**src/rtl/core/hcbp_pkg.sv**
```systemverilog
// hcbp_pkg: shared constants, command codes and control types of the
// huffman code bit packer; no dependencies
`default_nettype none

package hcbp_pkg;

  localparam int MAX_CODE_LEN_DEF = 24;
  localparam int SYMBOL_COUNT_DEF = 128;

  localparam int SYMBOL_W    = 7;
  localparam int CMD_W       = 2;
  localparam int CODE_LEN_W  = 5;
  localparam int CODE_BITS_W = 24;
  localparam int BYTE_W      = 8;

  localparam logic [SYMBOL_W-1:0] END_SYMBOL_RST = 7'h1A;

  typedef enum logic [CMD_W-1:0] {
    CMD_LOAD   = 2'd0,
    CMD_ENCODE = 2'd1,
    CMD_END    = 2'd2
  } cmd_e;

  // packer datapath controls from the sequencer
  typedef struct packed {
    logic append;
    logic emit;
    logic clear;
  } pack_ctl_t;

endpackage

`default_nettype wire

```
**src/rtl/core/hcbp_packer.sv**
```systemverilog
// hcbp_packer: msb-aligned bit accumulator with an alignment shifter for appended codes
// depends on hcbp_pkg
`default_nettype none

module hcbp_packer
  import hcbp_pkg::*;
#(
  parameter int MAX_CODE_LEN = MAX_CODE_LEN_DEF,
  localparam int LEN_W  = $clog2(MAX_CODE_LEN + 1),
  localparam int CB_W   = (MAX_CODE_LEN < CODE_BITS_W) ? MAX_CODE_LEN : CODE_BITS_W,
  localparam int ACC_W  = MAX_CODE_LEN + BYTE_W,
  localparam int PEND_W = $clog2(ACC_W + 1)
) (
  input  wire logic              clk_i,
  input  wire logic              rst_ni,
  input  wire pack_ctl_t         ctl_i,
  input  wire logic [LEN_W-1:0]  len_i,
  input  wire logic [CB_W-1:0]   bits_i,
  output logic [BYTE_W-1:0]      top_byte_o,
  output logic [PEND_W-1:0]      pending_o
);

  logic [ACC_W-1:0]  acc_q, acc_d;
  logic [PEND_W-1:0] pend_q, pend_d;
  logic [PEND_W-1:0] shamt;
  logic [ACC_W-1:0]  code_ext;

  // new code lands right below the bits already held
  assign shamt    = PEND_W'(ACC_W) - pend_q - PEND_W'(len_i);
  assign code_ext = {{(ACC_W - CB_W){1'b0}}, bits_i};

  always_comb begin
    acc_d  = acc_q;
    pend_d = pend_q;
    if (ctl_i.clear) begin
      acc_d  = '0;
      pend_d = '0;
    end else if (ctl_i.append) begin
      acc_d  = acc_q | (code_ext << shamt);
      pend_d = pend_q + PEND_W'(len_i);
    end else if (ctl_i.emit) begin
      acc_d  = acc_q << BYTE_W;
      pend_d = (pend_q >= PEND_W'(BYTE_W)) ? pend_q - PEND_W'(BYTE_W) : '0;
    end
  end

  always_ff @(posedge clk_i or negedge rst_ni) begin
    if (!rst_ni) begin
      acc_q  <= '0;
      pend_q <= '0;
    end else begin
      acc_q  <= acc_d;
      pend_q <= pend_d;
    end
  end

  assign top_byte_o = acc_q[ACC_W-1 -: BYTE_W];
  assign pending_o  = pend_q;

endmodule

`default_nettype wire

```
**config.mk**
```make
export PLATFORM = sky130hd
export DESIGN_NAME = hcbp_packer
export DESIGN_NICKNAME = d
export VERILOG_FILES = /design/src/rtl/core/hcbp_pkg.sv /design/src/rtl/core/hcbp_packer.sv
export SDC_FILE = /design/constraint.sdc
export NUM_CORES = 1
export LEC_CHECK = 0
export ABC_AREA = 1
export ABC_CLOCK_PERIOD_IN_PS = 2950
export CORE_UTILIZATION = 38
export CTS_BUF_LIST = sky130_fd_sc_hd__clkbuf_4 sky130_fd_sc_hd__clkbuf_8
export DETAILED_ROUTE_END_ITERATION = 7
export DONT_BUFFER_PORTS = 1
export RECOVER_POWER = 50
export SLEW_MARGIN = 10
export SYNTH_ARGS = -nofsm -noshare
export SYNTH_HDL_FRONTEND = slang
export SYNTH_SLANG_ARGS = --single-unit
export TNS_END_PERCENT = 30
```
**constraint.sdc**
```tcl
create_clock -name clk_i -period 2.95 [get_ports clk_i]
set_input_delay 0.59 -clock clk_i [delete_from_list [all_inputs] [get_ports clk_i]]
set_output_delay 0.59 -clock clk_i [all_outputs]
set_load 0.02 [all_outputs]
```
# After elaboration in Yosys (flattened, before gate mapping)
# Index checks and enable logic that the tools add are counted.
dict set report word_totals {
  regBits 38
  wordCells 17
}
dict set report classes {
  addsub 4
  magnitude_cmp 1
  shift 1
  mux 7
  bitwise 1
  n_reduce_logical 1
}
# op n
set ops {}
lappend ops {{two-way mux 32 bit} 3}
lappend ops {{OR 32 bit} 1}
lappend ops {{left shift 24 x 6 -> 32 bit} 1}
lappend ops {{two-way mux 6 bit} 4}
lappend ops {{adder 6 x 5 -> 6 bit} 1}
lappend ops {{>= comparator 6 x 4 -> 1 bit (second input constant)} 1}
lappend ops {{subtractor 6 x 4 -> 6 bit (second input constant)} 1}
lappend ops {{subtractor 6 x 5 -> 6 bit} 1}
lappend ops {{subtractor 6 bit (first input constant)} 1}
lappend ops {{nonzero test 3 bit} 1}

# Logic depth before layout (Yosys ltp)
dict set report depth {
  word_depth 6
  depth_mapped 16
  ltp_nobuf 15
}

# Worst setup path before layout
# No wires, ideal clock.
dict set report synth_timing {
  path_kind {input to register}
  from {in len_i[2]}
  to {reg acc_q[30]}
  setup_ns 0.073
  arrival_time_ns 2.567
  path_slack_ns 0.310
  stages 15
  cell_sequence {inv_1 > ha_1 > xnor2_1 > ha_1 > buf_2 > inv_2 > clkbuf_1 > nand3_1 > nand3_1 > nand2_1 > nand2_1 > nand3_1 > nand2_1 > nand2_1 > a21oi_2}
}
dict set report synth_between {
  elab_chain_cells 5
}
# element line_no
set synth_rtl {}
lappend synth_rtl {{from (decl)} hcbp_packer.sv:17} ;# input wire logic [LEN_W-1:0] len_i,
lappend synth_rtl {{subtractor 6 x 5 -> 6 bit} hcbp_packer.sv:29} ;# assign shamt = PEND_W'(ACC_W) - pend_q - PEND_W'(len_i);
lappend synth_rtl {{left shift 24 x 6 -> 32 bit} hcbp_packer.sv:39} ;# acc_d = acc_q | (code_ext << shamt);
lappend synth_rtl {{OR 32 bit} hcbp_packer.sv:39}
lappend synth_rtl {{two-way mux 32 bit} hcbp_packer.sv:38} ;# end else if (ctl_i.append) begin
lappend synth_rtl {{two-way mux 32 bit} hcbp_packer.sv:35} ;# if (ctl_i.clear) begin
lappend synth_rtl {{to (signal assigned)} hcbp_packer.sv:49} ;# acc_q <= '0;
lappend synth_rtl {{to (signal assigned)} hcbp_packer.sv:52} ;# acc_q <= acc_d;
lappend synth_rtl {{to (decl)} hcbp_packer.sv:23} ;# logic [ACC_W-1:0] acc_q, acc_d;
# No other way between the ends.
# A chain may end at the register's enable or synchronous reset.

# Worst setup path in the final report
dict set report layout_timing {
  from {reg pend_q[3], in the netlist pending_o[3]}
  to {reg acc_q[18]}
}
dict set report layout_between {
  elab_chain_cells 6
}
# element line_no
set layout_rtl {}
lappend layout_rtl {{from (decl)} hcbp_packer.sv:24} ;# logic [PEND_W-1:0] pend_q, pend_d;
lappend layout_rtl {{from (signal assigned)} hcbp_packer.sv:53} ;# pend_q <= pend_d;
lappend layout_rtl {{subtractor 6 bit} hcbp_packer.sv:29}
lappend layout_rtl {{subtractor 6 x 5 -> 6 bit} hcbp_packer.sv:29}
lappend layout_rtl {{left shift 24 x 6 -> 32 bit} hcbp_packer.sv:39}
lappend layout_rtl {{OR 32 bit} hcbp_packer.sv:39}
lappend layout_rtl {{two-way mux 32 bit} hcbp_packer.sv:38}
lappend layout_rtl {{two-way mux 32 bit} hcbp_packer.sv:35}
# No other way between the ends.

==> results.json <==
{
  "num_vias": 4129,
  "min_to": "acc_q[15]$_DFFE_PN0P_",
  "htree_num_levels": 2,
  "max_slew_margin_pct": -42.8,
  "r2r_end": "acc_q[18]$_DFFE_PN0P_",
  "max_freq_mhz": 379,
  "cts_root_buffer": "clkbuf_8",
  "final_layout_size_suffix_gt1_share_pct": 8.60,
  "rows": 36,
  "synthFlopType": "dfrtp_1",
  "cts_resized": 0,
  "design.core.area_mm2": 0.00991,
  "ys_warn_count": 0,
  "grt_max_degree": 39,
  "async_flop_share_pct": 100,
  "finClkSkew_ps": 11.9,
  "slew_viol_final": 39,
  "syn-cell-area_mm2": 0.00395,
  "synth_top_family_by_area": "simple AND/OR/NAND/NOR gates",
  "io_buffers": 0,
  "hold_violations": 0,
  "post-dp-hpwl_um": 8790,
  "critPathMaxFanout": 14,
  "cp_data_arrival_time_ps": 2820,
  "ir_drop_v": 0.000270,
  "syn_nets": 693,
  "rsz0062_at_grt": "false",
  "totalWireLength_um": 11300,
  "synth_compound_area_share_pct": 13.5,
  "postPlaceCellArea_mm2": 0.00405,
  "synth-simple-area-share_pct": 44.8,
  "grt_antenna_before_repair": 0,
  "drc": 0,
  "cts_tree": "built",
  "status": "finished, violations left",
  "path_class": "flop to flop",
  "rrSetupSlack_ps": 310,
  "dieArea_mm2": 0.0108,
  "antenna_cells": 0,
  "startpoint_type": "flop",
  "synth_cell_type_count": 35,
  "cts.sinks": 38,
  "endpoint_kind": "flop",
  "dr.pass1.iters": 5,
  "final_area_mm2": 0.00413,
  "drt_iter0_drc": 287,
  "worst_pin_slew_ps": 2140,
  "fin_crit_sh_pct": 89.4,
  "io_pins": 48,
  "power_leakage_nw": 2.08,
  "cp_data_required_time_ps": 3140,
  "routed_via_density": 5.43,
  "hold_path_class": "input port to flop",
  "cts_buffer_depth": 2,
  "hold_depth": 3,
  "period_minus_slack_ps": 2640,
  "synthCells": 642,
  "synth_edf_count": 0,
  "max_cap_violations": 1,
  "synthToLayoutAreaGrowth_pct": 4.59,
  "synth-adder-area-share_pct": 5.57,
  "worst_skew_pair.late_latency_ps": 300,
  "antenna_left": 0,
  "synth_mux_area_share_pct": 0,
  "track_usage_pct": 21.5,
  "gp_congestion": 1.00,
  "fin_nets": 679,
  "wl_per_cell_um": 14.9,
  "finalSetupViolCount": 0,
  "final_common_cell": "nand2_1",
  "seq_area_frac_synth_pct": 24.1,
  "r2r-start": "pending_o[3]$_DFFE_PN0P_",
  "ys_seq_elements": 38,
  "fin_util_pct": 41.7,
  "grt_pass1_wl_um": 19000,
  "path_clk_slew_ps": 80,
  "tns_ps": 0,
  "synth_xor_area_share_pct": 1.52,
  "die_y_um": 104,
  "initial_core_util_pct": 39.9,
  "p_per_area_mw_per_mm2": 707,
  "overflow": 0,
  "die_w_um": 104,
  "reg2reg_depth": 14,
  "numCtsBuffers": 5,
  "min_from": "ctl_i[2]",
  "violations": "max-capacitance violations, max-slew violations",
  "holdWs_ps": 450,
  "grt_pass1_vias": 4022,
  "avgSynthCellArea_um2": 6.15,
  "layout_common_cells": "201 x nand2_1, 156 x nand3_1, 46 x inv_1, 38 x o21ai_0, 38 x dfrtp_1"
}
==> cells in the mapped netlist (8+ instances only) <==
master	instances	area (um2)
a21oi_2	13	114
o21ai_0	38	190
nor2_1	33	124
inv_1	46	173
buf_2	14	70.1
clkbuf_1	12	45.0
nand3_1	156	781
dfrtp_1	38	951
buf_4	10	75.1
nand2_1	201	754
ha_1	16	200
o31ai_1	8	60.1
==> power by group <==
part	internal [mW]	switching, mW	leakage, nW	total, mW
logic	0.624	1.25	1.53	1.88
registers	0.589	0.0997	0.507	0.688
clock network	0.159	0.194	0.0438	0.353
==> layout make-up <==
type                    count  area [um2]
clock buffers               5        68.8
repair buffers             19         164
well taps                 133         166
flip-flops and latches     38         951
clock inverters             2        10.0
fillers                  1072        5780
multi-input cells         514        2580
inverters                  50         188
==> through the flow <==
step	total power [mW]	instances	setup WS, ps
after global routing	3.21	761	118
after detailed placement	2.54	753	222
after CTS	2.91	761	350
final	2.92	761	314
after floorplan	2.14	642	310
after global placement	2.53	753	254
==> worst max-delay path: stages, from the launching register on <==
cell and delay [ps]:
dfrtp_1 520, inv_1 150, ha_1 360, ha_1 330
inv_1 110, nand2_1 60, nand2_1 190, buf_4 250
nand3_1 140, nand2_1 100, nand2_1 50, nand3_1 100
nand2_1 60, nand2_1 60, a21oi_2 50
==> metal layers <==
layer | routed length [um] | track usage [%] | vias up | part of all wire [%]
li1 | - | - | 2095 | -
met1 | 5120 | 27.4 | 1891 | 45
met2 | 5350 | 37.0 | 125 | 47
met3 | 701 | 4.32 | 18 | 6.2
met4 | 161 | 5.51 | 0 | 1.4
met5 | 0 | 0 | - | 0
==> worst max-delay path by stage <==
stage | startpoint | endpoint | cells after the start
4_1_cts | pending_o[3]$_DFFE_PN0P_ | acc_q[18]$_DFFE_PN0P_ | 14
2_1_floorplan | len_i[2] | acc_q[30]$_DFFE_PN0P_ | 15
5_1_grt | pending_o[3]$_DFFE_PN0P_ | acc_q[25]$_DFFE_PN0P_ | 14
6_report | pending_o[3]$_DFFE_PN0P_ | acc_q[18]$_DFFE_PN0P_ | 14
3_5_place_dp | len_i[1] | acc_q[17]$_DFFE_PN0P_ | 14
3_3_place_gp | len_i[1] | acc_q[25]$_DFFE_PN0P_ | 14
==> logic make-up after synthesis <==
kind of cell / count (synthesis)
adder cells (fa/ha/maj): 17
AO/OA/AOI/OAI: 85
AND/OR/NAND/NOR: 406
buffers and inverters: 90
XOR/XNOR: 6
flip-flops: 38
==> flip-flops by register name, indices dropped and copies added, names as in the netlist <==
| name | count |
|---|---|
| acc_q | 32 |
| pending_o | 6 |
==> timing repair <==
item                      in CTS  in global routing
hold endpoints to repair      38                  0
setup buffers                  0                  0
hold buffers                   1                  0
Power figures use the tool's default switching activity.
