[src/rtl/core/hcbp_pkg.sv]
// hcbp_pkg: shared constants, command codes and control types of the
// huffman code bit packer; no dependencies
`default_nettype none

package hcbp_pkg;

  localparam int MAX_CODE_LEN_DEF = 24;
  localparam int SYMBOL_COUNT_DEF = 128;

  localparam int SYMBOL_W    = 7;
  localparam int CMD_W       = 2;
  localparam int CODE_LEN_W  = 5;
  localparam int CODE_BITS_W = 24;
  localparam int BYTE_W      = 8;

  localparam logic [SYMBOL_W-1:0] END_SYMBOL_RST = 7'h1A;

  typedef enum logic [CMD_W-1:0] {
    CMD_LOAD   = 2'd0,
    CMD_ENCODE = 2'd1,
    CMD_END    = 2'd2
  } cmd_e;

  // packer datapath controls from the sequencer
  typedef struct packed {
    logic append;
    logic emit;
    logic clear;
  } pack_ctl_t;

endpackage

`default_nettype wire

[src/rtl/core/hcbp_code_table.sv]
// hcbp_code_table: code length and codeword memory with per-entry valid bits
// depends on hcbp_pkg
`default_nettype none

module hcbp_code_table
  import hcbp_pkg::*;
#(
  parameter int MAX_CODE_LEN = MAX_CODE_LEN_DEF,
  parameter int SYMBOL_COUNT = SYMBOL_COUNT_DEF,
  localparam int LEN_W = $clog2(MAX_CODE_LEN + 1),
  localparam int CB_W  = (MAX_CODE_LEN < CODE_BITS_W) ? MAX_CODE_LEN : CODE_BITS_W
) (
  input  wire logic                   clk_i,
  input  wire logic                   rst_ni,
  input  wire logic                   we_i,
  input  wire logic [SYMBOL_W-1:0]    waddr_i,
  input  wire logic [CODE_LEN_W-1:0]  wlen_i,
  input  wire logic [CODE_BITS_W-1:0] wbits_i,
  input  wire logic                   re_i,
  input  wire logic [SYMBOL_W-1:0]    raddr_i,
  output logic                        hit_o,
  output logic [LEN_W-1:0]            len_o,
  output logic [CB_W-1:0]             bits_o
);

  localparam int IDX_W   = $clog2(SYMBOL_COUNT);
  localparam int EXT_W   = SYMBOL_W + 2;
  localparam int ENTRY_W = LEN_W + CB_W;

  logic [ENTRY_W-1:0]      mem_q [SYMBOL_COUNT];
  logic [SYMBOL_COUNT-1:0] valid_q;
  logic [ENTRY_W-1:0]      rd_q;
  logic                    hit_q;

  logic [EXT_W-1:0]       waddr_ext, raddr_ext;
  logic                   w_in_range, r_in_range;
  logic [IDX_W-1:0]       widx, ridx;
  logic [LEN_W-1:0]       sat_len;
  logic [CODE_BITS_W-1:0] len_mask, masked_bits;

  assign waddr_ext  = {2'b00, waddr_i};
  assign raddr_ext  = {2'b00, raddr_i};
  assign w_in_range = waddr_ext < EXT_W'(SYMBOL_COUNT);
  assign r_in_range = raddr_ext < EXT_W'(SYMBOL_COUNT);
  assign widx       = waddr_ext[IDX_W-1:0];
  assign ridx       = raddr_ext[IDX_W-1:0];

  always_comb begin
    if (32'(wlen_i) > MAX_CODE_LEN) begin
      sat_len = LEN_W'(MAX_CODE_LEN);
    end else begin
      sat_len = LEN_W'(wlen_i);
    end
  end

  // drop codeword bits above the stored length
  assign len_mask    = ~({CODE_BITS_W{1'b1}} << sat_len);
  assign masked_bits = wbits_i & len_mask;

  always_ff @(posedge clk_i) begin
    if (we_i && w_in_range) begin
      mem_q[widx] <= {sat_len, masked_bits[CB_W-1:0]};
    end
    if (re_i) begin
      rd_q <= mem_q[ridx];
    end
  end

  always_ff @(posedge clk_i or negedge rst_ni) begin
    if (!rst_ni) begin
      valid_q <= '0;
      hit_q   <= 1'b0;
    end else begin
      if (we_i && w_in_range) begin
        valid_q[widx] <= 1'b1;
      end
      if (re_i) begin
        hit_q <= r_in_range && valid_q[ridx];
      end
    end
  end

  // an entry never written reads as length zero
  assign hit_o  = hit_q;
  assign len_o  = hit_q ? rd_q[ENTRY_W-1 -: LEN_W] : '0;
  assign bits_o = rd_q[CB_W-1:0];

endmodule

`default_nettype wire

[config.mk]
export PLATFORM = sky130hd
export DESIGN_NAME = hcbp_code_table
export DESIGN_NICKNAME = d
export VERILOG_FILES = /design/src/rtl/core/hcbp_pkg.sv /design/src/rtl/core/hcbp_code_table.sv
export SDC_FILE = /design/constraint.sdc
export NUM_CORES = 2
export LEC_CHECK = 0
export ABC_AREA = 1
export BUFFER_PORTS_ARGS = -buffer_cell sky130_fd_sc_hd__buf_4
export CAP_MARGIN = 20
export CELL_PAD_IN_SITES_DETAIL_PLACEMENT = 0
export CELL_PAD_IN_SITES_GLOBAL_PLACEMENT = 1
export CORE_MARGIN = 3
export CORE_UTILIZATION = 47
export DETAILED_ROUTE_END_ITERATION = 8
export PLACE_DENSITY = 0.77
export SLEW_MARGIN = 20
export SYNTH_ARGS = -nofsm -noshare
export SYNTH_HDL_FRONTEND = slang
export SYNTH_SLANG_ARGS = --single-unit
[constraint.sdc]
create_clock -name clk_i -period 1.2 [get_ports clk_i]
set_clock_uncertainty 0.1 [all_clocks]
set_input_delay 0.12 -clock clk_i [delete_from_list [all_inputs] [get_ports clk_i]]
set_output_delay 0.12 -clock clk_i [all_outputs]
set_load 0.005 [all_outputs]
**Word level (Yosys, flattened, before mapping)**

Memories as Yosys holds them, arrays and structs flattened. A register that Yosys moved wholly into a read port is not among the register bits.
Cells that the tools add are included.

- Bitwise gates (word level): 3
- Shifts and indexed selects: 1
- Magnitude comparators: 6
- $mul: 0
- $add $sub $neg: 0
- Reduce and logical (&&, ||, !) cells: 3
- Eq/ne operators: 0
- Multiplexer cells: 8
- Div/mod/pow operators: 0

Operators by type and width:

| cell | count |
|---|---|
| $or A128 B128 Y128 | 1 |
| $lt A7 B8 Y1 const B | 4 |
| $and A24 B24 Y24 | 1 |
| $not A24 Y24 | 1 |
| $shl A24 B5 Y24 const A | 1 |
| $mux W5 | 2 |
| $bmux W1 S7 | 1 |
| $demux W1 S7 | 1 |
| $ge A7 B1 Y1 const B | 1 |
| $gt A5 B5 Y1 const B | 1 |
| $mux W1 | 4 |
| $logic_and A1 B1 Y1 | 3 |

- Bits in writable memories: 3,712
- Memory bits (read-only): 0
- Output and inout port bits: 30
- Word-level logic and storage cells: 24
- Bits in latches: 0
- Bits in registers: 129
- Memories kept: 1

Memory list:

| memory | depth | width | rd ports | clocked after memory_dff | write ports | RTL line | source |
|---|---|---|---|---|---|---|---|
| mem_q | 128 | 29 | 1 | 1 | 1 | hcbp_code_table.sv:30 | `logic [ENTRY_W-1:0] mem_q [SYMBOL_COUNT];` |

**Logic depth before layout (Yosys ltp)**

- Depth after elaboration: 5
- Depth in mapped cells: 16

**Worst setup path before layout**

OpenSTA, ideal clock, no wires.

- Kind: input port to flip-flop
- Start point: in wlen_i[1]
- End point: mem mem_q[0][10] (netlist bit) (data pin)
- Cell stages on the path: 9
- Data arrival time: 9.161 ns
- Setup time: 1.243 ns
- Path slack: -9.304 ns
- Path buffers: 0
- Data required time: -0.143 ns
- Cell sequence: nor2_1 > inv_1 > nor2_1 > nor2_1 > nor2_1 > nand2_1 > inv_1 > nand2_1 > a21boi_0

- Cells in the longest elaborated chain, start to end: 5

RTL lines:

| what | RTL line | source |
|---|---|---|
| from (decl) | hcbp_code_table.sv:17 | `input wire logic [CODE_LEN_W-1:0] wlen_i,` |
| $gt A5 B5 Y1 | hcbp_code_table.sv:49 | `if (32'(wlen_i) > MAX_CODE_LEN) begin` |
| $mux W5 | hcbp_code_table.sv:49 |  |
| named net sat_len[0] | hcbp_code_table.sv:38 | `logic [LEN_W-1:0] sat_len;` |
| $shl A24 B5 Y24 | hcbp_code_table.sv:57 | `assign len_mask = ~({CODE_BITS_W{1'b1}} << sat_len);` |
| $not A24 Y24 | hcbp_code_table.sv:57 |  |
| $and A24 B24 Y24 | hcbp_code_table.sv:58 | `assign masked_bits = wbits_i & len_mask;` |
| named net masked_bits[10] | hcbp_code_table.sv:39 | `logic [CODE_BITS_W-1:0] len_mask, masked_bits;` |
| to (decl) | hcbp_code_table.sv:30 |  |

The timed path passes the listed nets, and every way through them passes these cells.

**Worst setup path after layout**

- Start point: reg rd_q[20], read port of mem_q
- End point: out bits_o[20]

RTL lines:

| what | RTL line | source |
|---|---|---|
| from (decl) | hcbp_code_table.sv:32 | `logic [ENTRY_W-1:0] rd_q;` |
| to (decl) | hcbp_code_table.sv:23 | `output logic [CB_W-1:0] bits_o` |

No word-level cell between the ends.

==> impl_metrics.env <==
export IMPL_status="complete, but fails checks"
export IMPL_violations="hold timing, setup timing"
export IMPL_end_kind="output port"
export IMPL_finalHoldViolCount=63
export IMPL_async_flop_share_pct=3.333
export IMPL_htreeDepth=5
export IMPL_syn_avg_cell_area_um2=12.79
export IMPL_io_pins=77
export IMPL_synth_top_family_by_area="simple AND/OR/NAND/NOR gates"
export IMPL_fmax_mhz=473.6
export IMPL_grt_pass1_wl_mm=711.5
export IMPL_vdd_drop_max_uv=1147
export IMPL_cp_required_ps=980
export IMPL_cp_num_buf_inv=1
export IMPL_place_ws_ps=-1955
export IMPL_min_period_over_period_pct=176.0
export IMPL_numCtsBuffers=388
export IMPL_clk_pin_slew_worst_paths_ps=60
export IMPL_viasPerCell=6.089
export IMPL_p_leak_uw=0.06166
export IMPL_whs_ps=-125.1
export IMPL_drc=0
export IMPL_drt_iter0_drc=14747
export IMPL_synthMuxAreaShare_pct=0
export IMPL_cp_top_family="flip-flops"
export IMPL_seqPwrFrac_pct=50.4
export IMPL_synth_simple_area_share_pct=11.81
export IMPL_drive_gt1_share_pct=21.46
export IMPL_wirelength_mm=494.9
export IMPL_synthXorXnorAreaFrac_pct=0
export IMPL_finalWorstSetupSlack_ps=-911.6
export IMPL_core_mm2=0.3222
export IMPL_cts_tree="yes"
export IMPL_ys_seq_elements=3870
export IMPL_slew_violations=0
export IMPL_postRouteAntennaNets=0
export IMPL_fin_total_pwr_uw=298100
export IMPL_antenna_found_initial=18
export IMPL_yosys_warnings=0
export IMPL_wire_per_inst_um=28.32
export IMPL_grt_pass1_vias=102640
export IMPL_clk_latency_ps=980
export IMPL_synth_compound_area_share_pct=9.694
export IMPL_multi_input_area_mm2=0.03858
export IMPL_p_per_area_mw_per_mm2=1573
export IMPL_setup_viol=851
export IMPL_clock_path_buffers=4
export IMPL_hpwlAfterDp_mm=317.5
export IMPL_synth_cells=11940
export IMPL_syn_to_final_growth_pct=24.10
export IMPL_worst_pin_slew_ps=919.9
export IMPL_synth_top_flop_cell="edfxtp_1"
export IMPL_floorplan_initialDensity_pct=47.39
export IMPL_clock_sinks=3870
export IMPL_overflow=0
export IMPL_hold_class="input port to flip-flop"
export IMPL_fillers=24588
export IMPL_p_comb_share_pct=8.5
export IMPL_period_needed_ps=2112
export IMPL_worstSetupStartpointType="flip-flop"
export IMPL_synth_nets=11987
export IMPL_grt_max_degree=129
export IMPL_ys_seq_area_share_pct=75.69
export IMPL_synth_area_leader_cell="edfxtp_1"
export IMPL_relSlewSlack_pct=38.67
export IMPL_grt_usage_pct=29.10
export IMPL_cap_viol_max_count=0
export IMPL_drtPass1Iterations=8
export IMPL_p_sw_uw=69300
export IMPL_path_cells="buf_6"
export IMPL_synth_enable_flop_cells=3741
export IMPL_fin_util_pct=58.81
export IMPL_syn_cell_area_mm2=0.1527
export IMPL_die_y_um=576.0
export IMPL_rsz0062_at_grt="yes"
export IMPL_power_share_clock_pct=41.0
export IMPL_cts_root_buf="clkbuf_16"
export IMPL_critPathSlowestCell="edfxtp_1"
export IMPL_cp_arrival_ps=1890
export IMPL_dieWidth_um=576.0
export IMPL_intPower_uw=228800
export IMPL_rows=208
export IMPL_nets=12877
export IMPL_ff_latch_area_mm2=0.1156
export IMPL_synth_fa_ha_area_share_pct=0
export IMPL_gp_congestion=0.9637
export IMPL_p_sw_share_pct=23.25
export IMPL_numPortBuffers=76
export IMPL_vias=106390
export IMPL_cpPeakStageDelay_ps=760
export IMPL_synth_cell_types=21
export IMPL_crit_fanout=1
export IMPL_synthTopCellsByArea="edfxtp_1, o21ai_0, nor2_1, nand3_1, o22ai_1"
export IMPL_path_class="flip-flop to output port"
export IMPL_die_area_mm2=0.3317
export IMPL_synth_top_area_share_pct=73.57
## state kept, by name, summed over array words and instances (netlist names)
| signal | count |
|---|---|
| hit_o | 1 |
| mem_q | 3712 |
| rd_q | 29 |
| valid_q | 128 |
## power groups by stage
stage / sequential, uW / combinational (uW) / clock, uW
after floorplan: 153000 / 10400 / 0
after global placement: 153000 / 22300 / 0
after detailed placement: 153000 / 22700 / 0
after CTS: 150000 / 24400 / 123000
after global routing: 150000 / 26700 / 129000
final: 150000 / 25500 / 122000
## kinds of logic (layout without fill, tap and decap cells)
group	Yosys count	after routing
AOI/OAI and AO/OA	2739	2739
buffers and inverters	989	2206
DFF	3870	3870
other	0	11
and+or+nand+nor	4342	4342
## per-stage QoR
stage / TNS [ps] / hold slack (ps) / std cells / instance area, um^2
after floorplan: - / -275.6 / 11940 / 152900
after global placement: -4100190 / -42.01 / 16729 / 171500
after detailed placement: -4276610 / -48.90 / 16729 / 171500
after CTS: -1648810 / -312.9 / 17466 / 188300
after global routing: -166190 / -137.2 / 17467 / 189500
final: -124470 / -125.1 / 17473 / 189500
## worst min-delay path: stages
cell and delay [ps]:
buf_4 110, nor3_1 80, nand2_2 160, buf_4 220, nor2_4 70
## cell usage in the layout, fill, tap and decap left out, types with 8 or more instances in the layout
cell type	netlist	final
nand3_4	0	220
or2_2	128	128
nor2_2	0	18
nand2_2	0	31
clkbuf_1	543	82
nand3_2	0	281
o22ai_2	0	13
a21oi_2	0	8
dfrtp_1	129	128
o22ai_1	870	857
inv_4	0	9
nor2_4	0	140
buf_4	54	797
buf_12	0	451
clkinv_1	2	82
a21oi_1	64	52
nand2_1	1195	1163
clkinv_2	0	66
o21ai_1	27	502
clkbuf_8	0	18
o21ai_0	1776	1242
clkbuf_16	0	401
nor3_1	8	8
buf_6	17	81
dlygate4sd3_1	0	39
nand3_1	1117	616
edfxtp_1	3741	3741
o21ai_2	0	59
clkinv_16	0	10
nor2_1	1892	1734
inv_1	105	86
diode_2	0	11
clkinvlp_4	0	11
bufinv_16	0	40
## metal layers
| layer | GRT usage, % | part of all wire (%) | vias up |
|---|---|---|---|
| met2 | 44.29 | 45 | 6256 |
| met5 | 0 | 0 | - |
| met1 | 40.61 | 38 | 53324 |
| met3 | 5.200 | 11 | 981 |
| met4 | 14.38 | 5.8 | 0 |
| li1 | - | - | 45829 |
## final timing paths
path | from | to | slack (ps) | depth (start not counted)
worst max-delay path | rd_q[20] | bits_o[20] | -910 | 1
min in group asynchronous | rst_ni | valid_q[125] | 140 | 4
worst min register to register | valid_q[105] | valid_q[105] | 360 | 1
max in group asynchronous | rst_ni | valid_q[25] | 160 | 5
worst max register to register | mem_q[93][7] | rd_q[7] | -610 | 8
worst min-delay path | waddr_i[1] | mem_q[117][28] | -130 | 5
## repair_timing
| item | in CTS | in global routing |
|---|---|---|
| hold buffers | 44 | 5 |
| pin swaps | 277 | 201 |
| endpoints found under the hold margin | 5914 | 271 |
| setup endpoints to repair | 107 | 7382 |
| gates resized for setup | 1009 | 481 |
| setup buffers | 1 | 3 |
| gates cloned | 0 | 4 |
## final cells by class
| type | instances | area share [%] |
|---|---|---|
| flip-flops and latches | 3870 | 60.99 |
| well taps | 4305 | 2.843 |
| clock buffers | 498 | 5.549 |
| multi-input cells | 7081 | 20.36 |
| clock inverters | 219 | 1.245 |
| inverters | 108 | 0.2648 |
| repair buffers | 1381 | 8.730 |
| diodes | 11 | 0.01453 |
## Yosys cell counts, types with 27 or more instances
library cell and n:
dfrtp_1 129, buf_4 54, inv_1 105, nand3_1 1117
buf_2 195, a21oi_1 64, nor2_1 1892, or2_2 128
nand2_1 1195, buf_1 72, clkbuf_1 543, o22ai_1 870
o21ai_1 27, o21ai_0 1776, edfxtp_1 3741
Note: power is estimated with default switching activity, not from simulation.
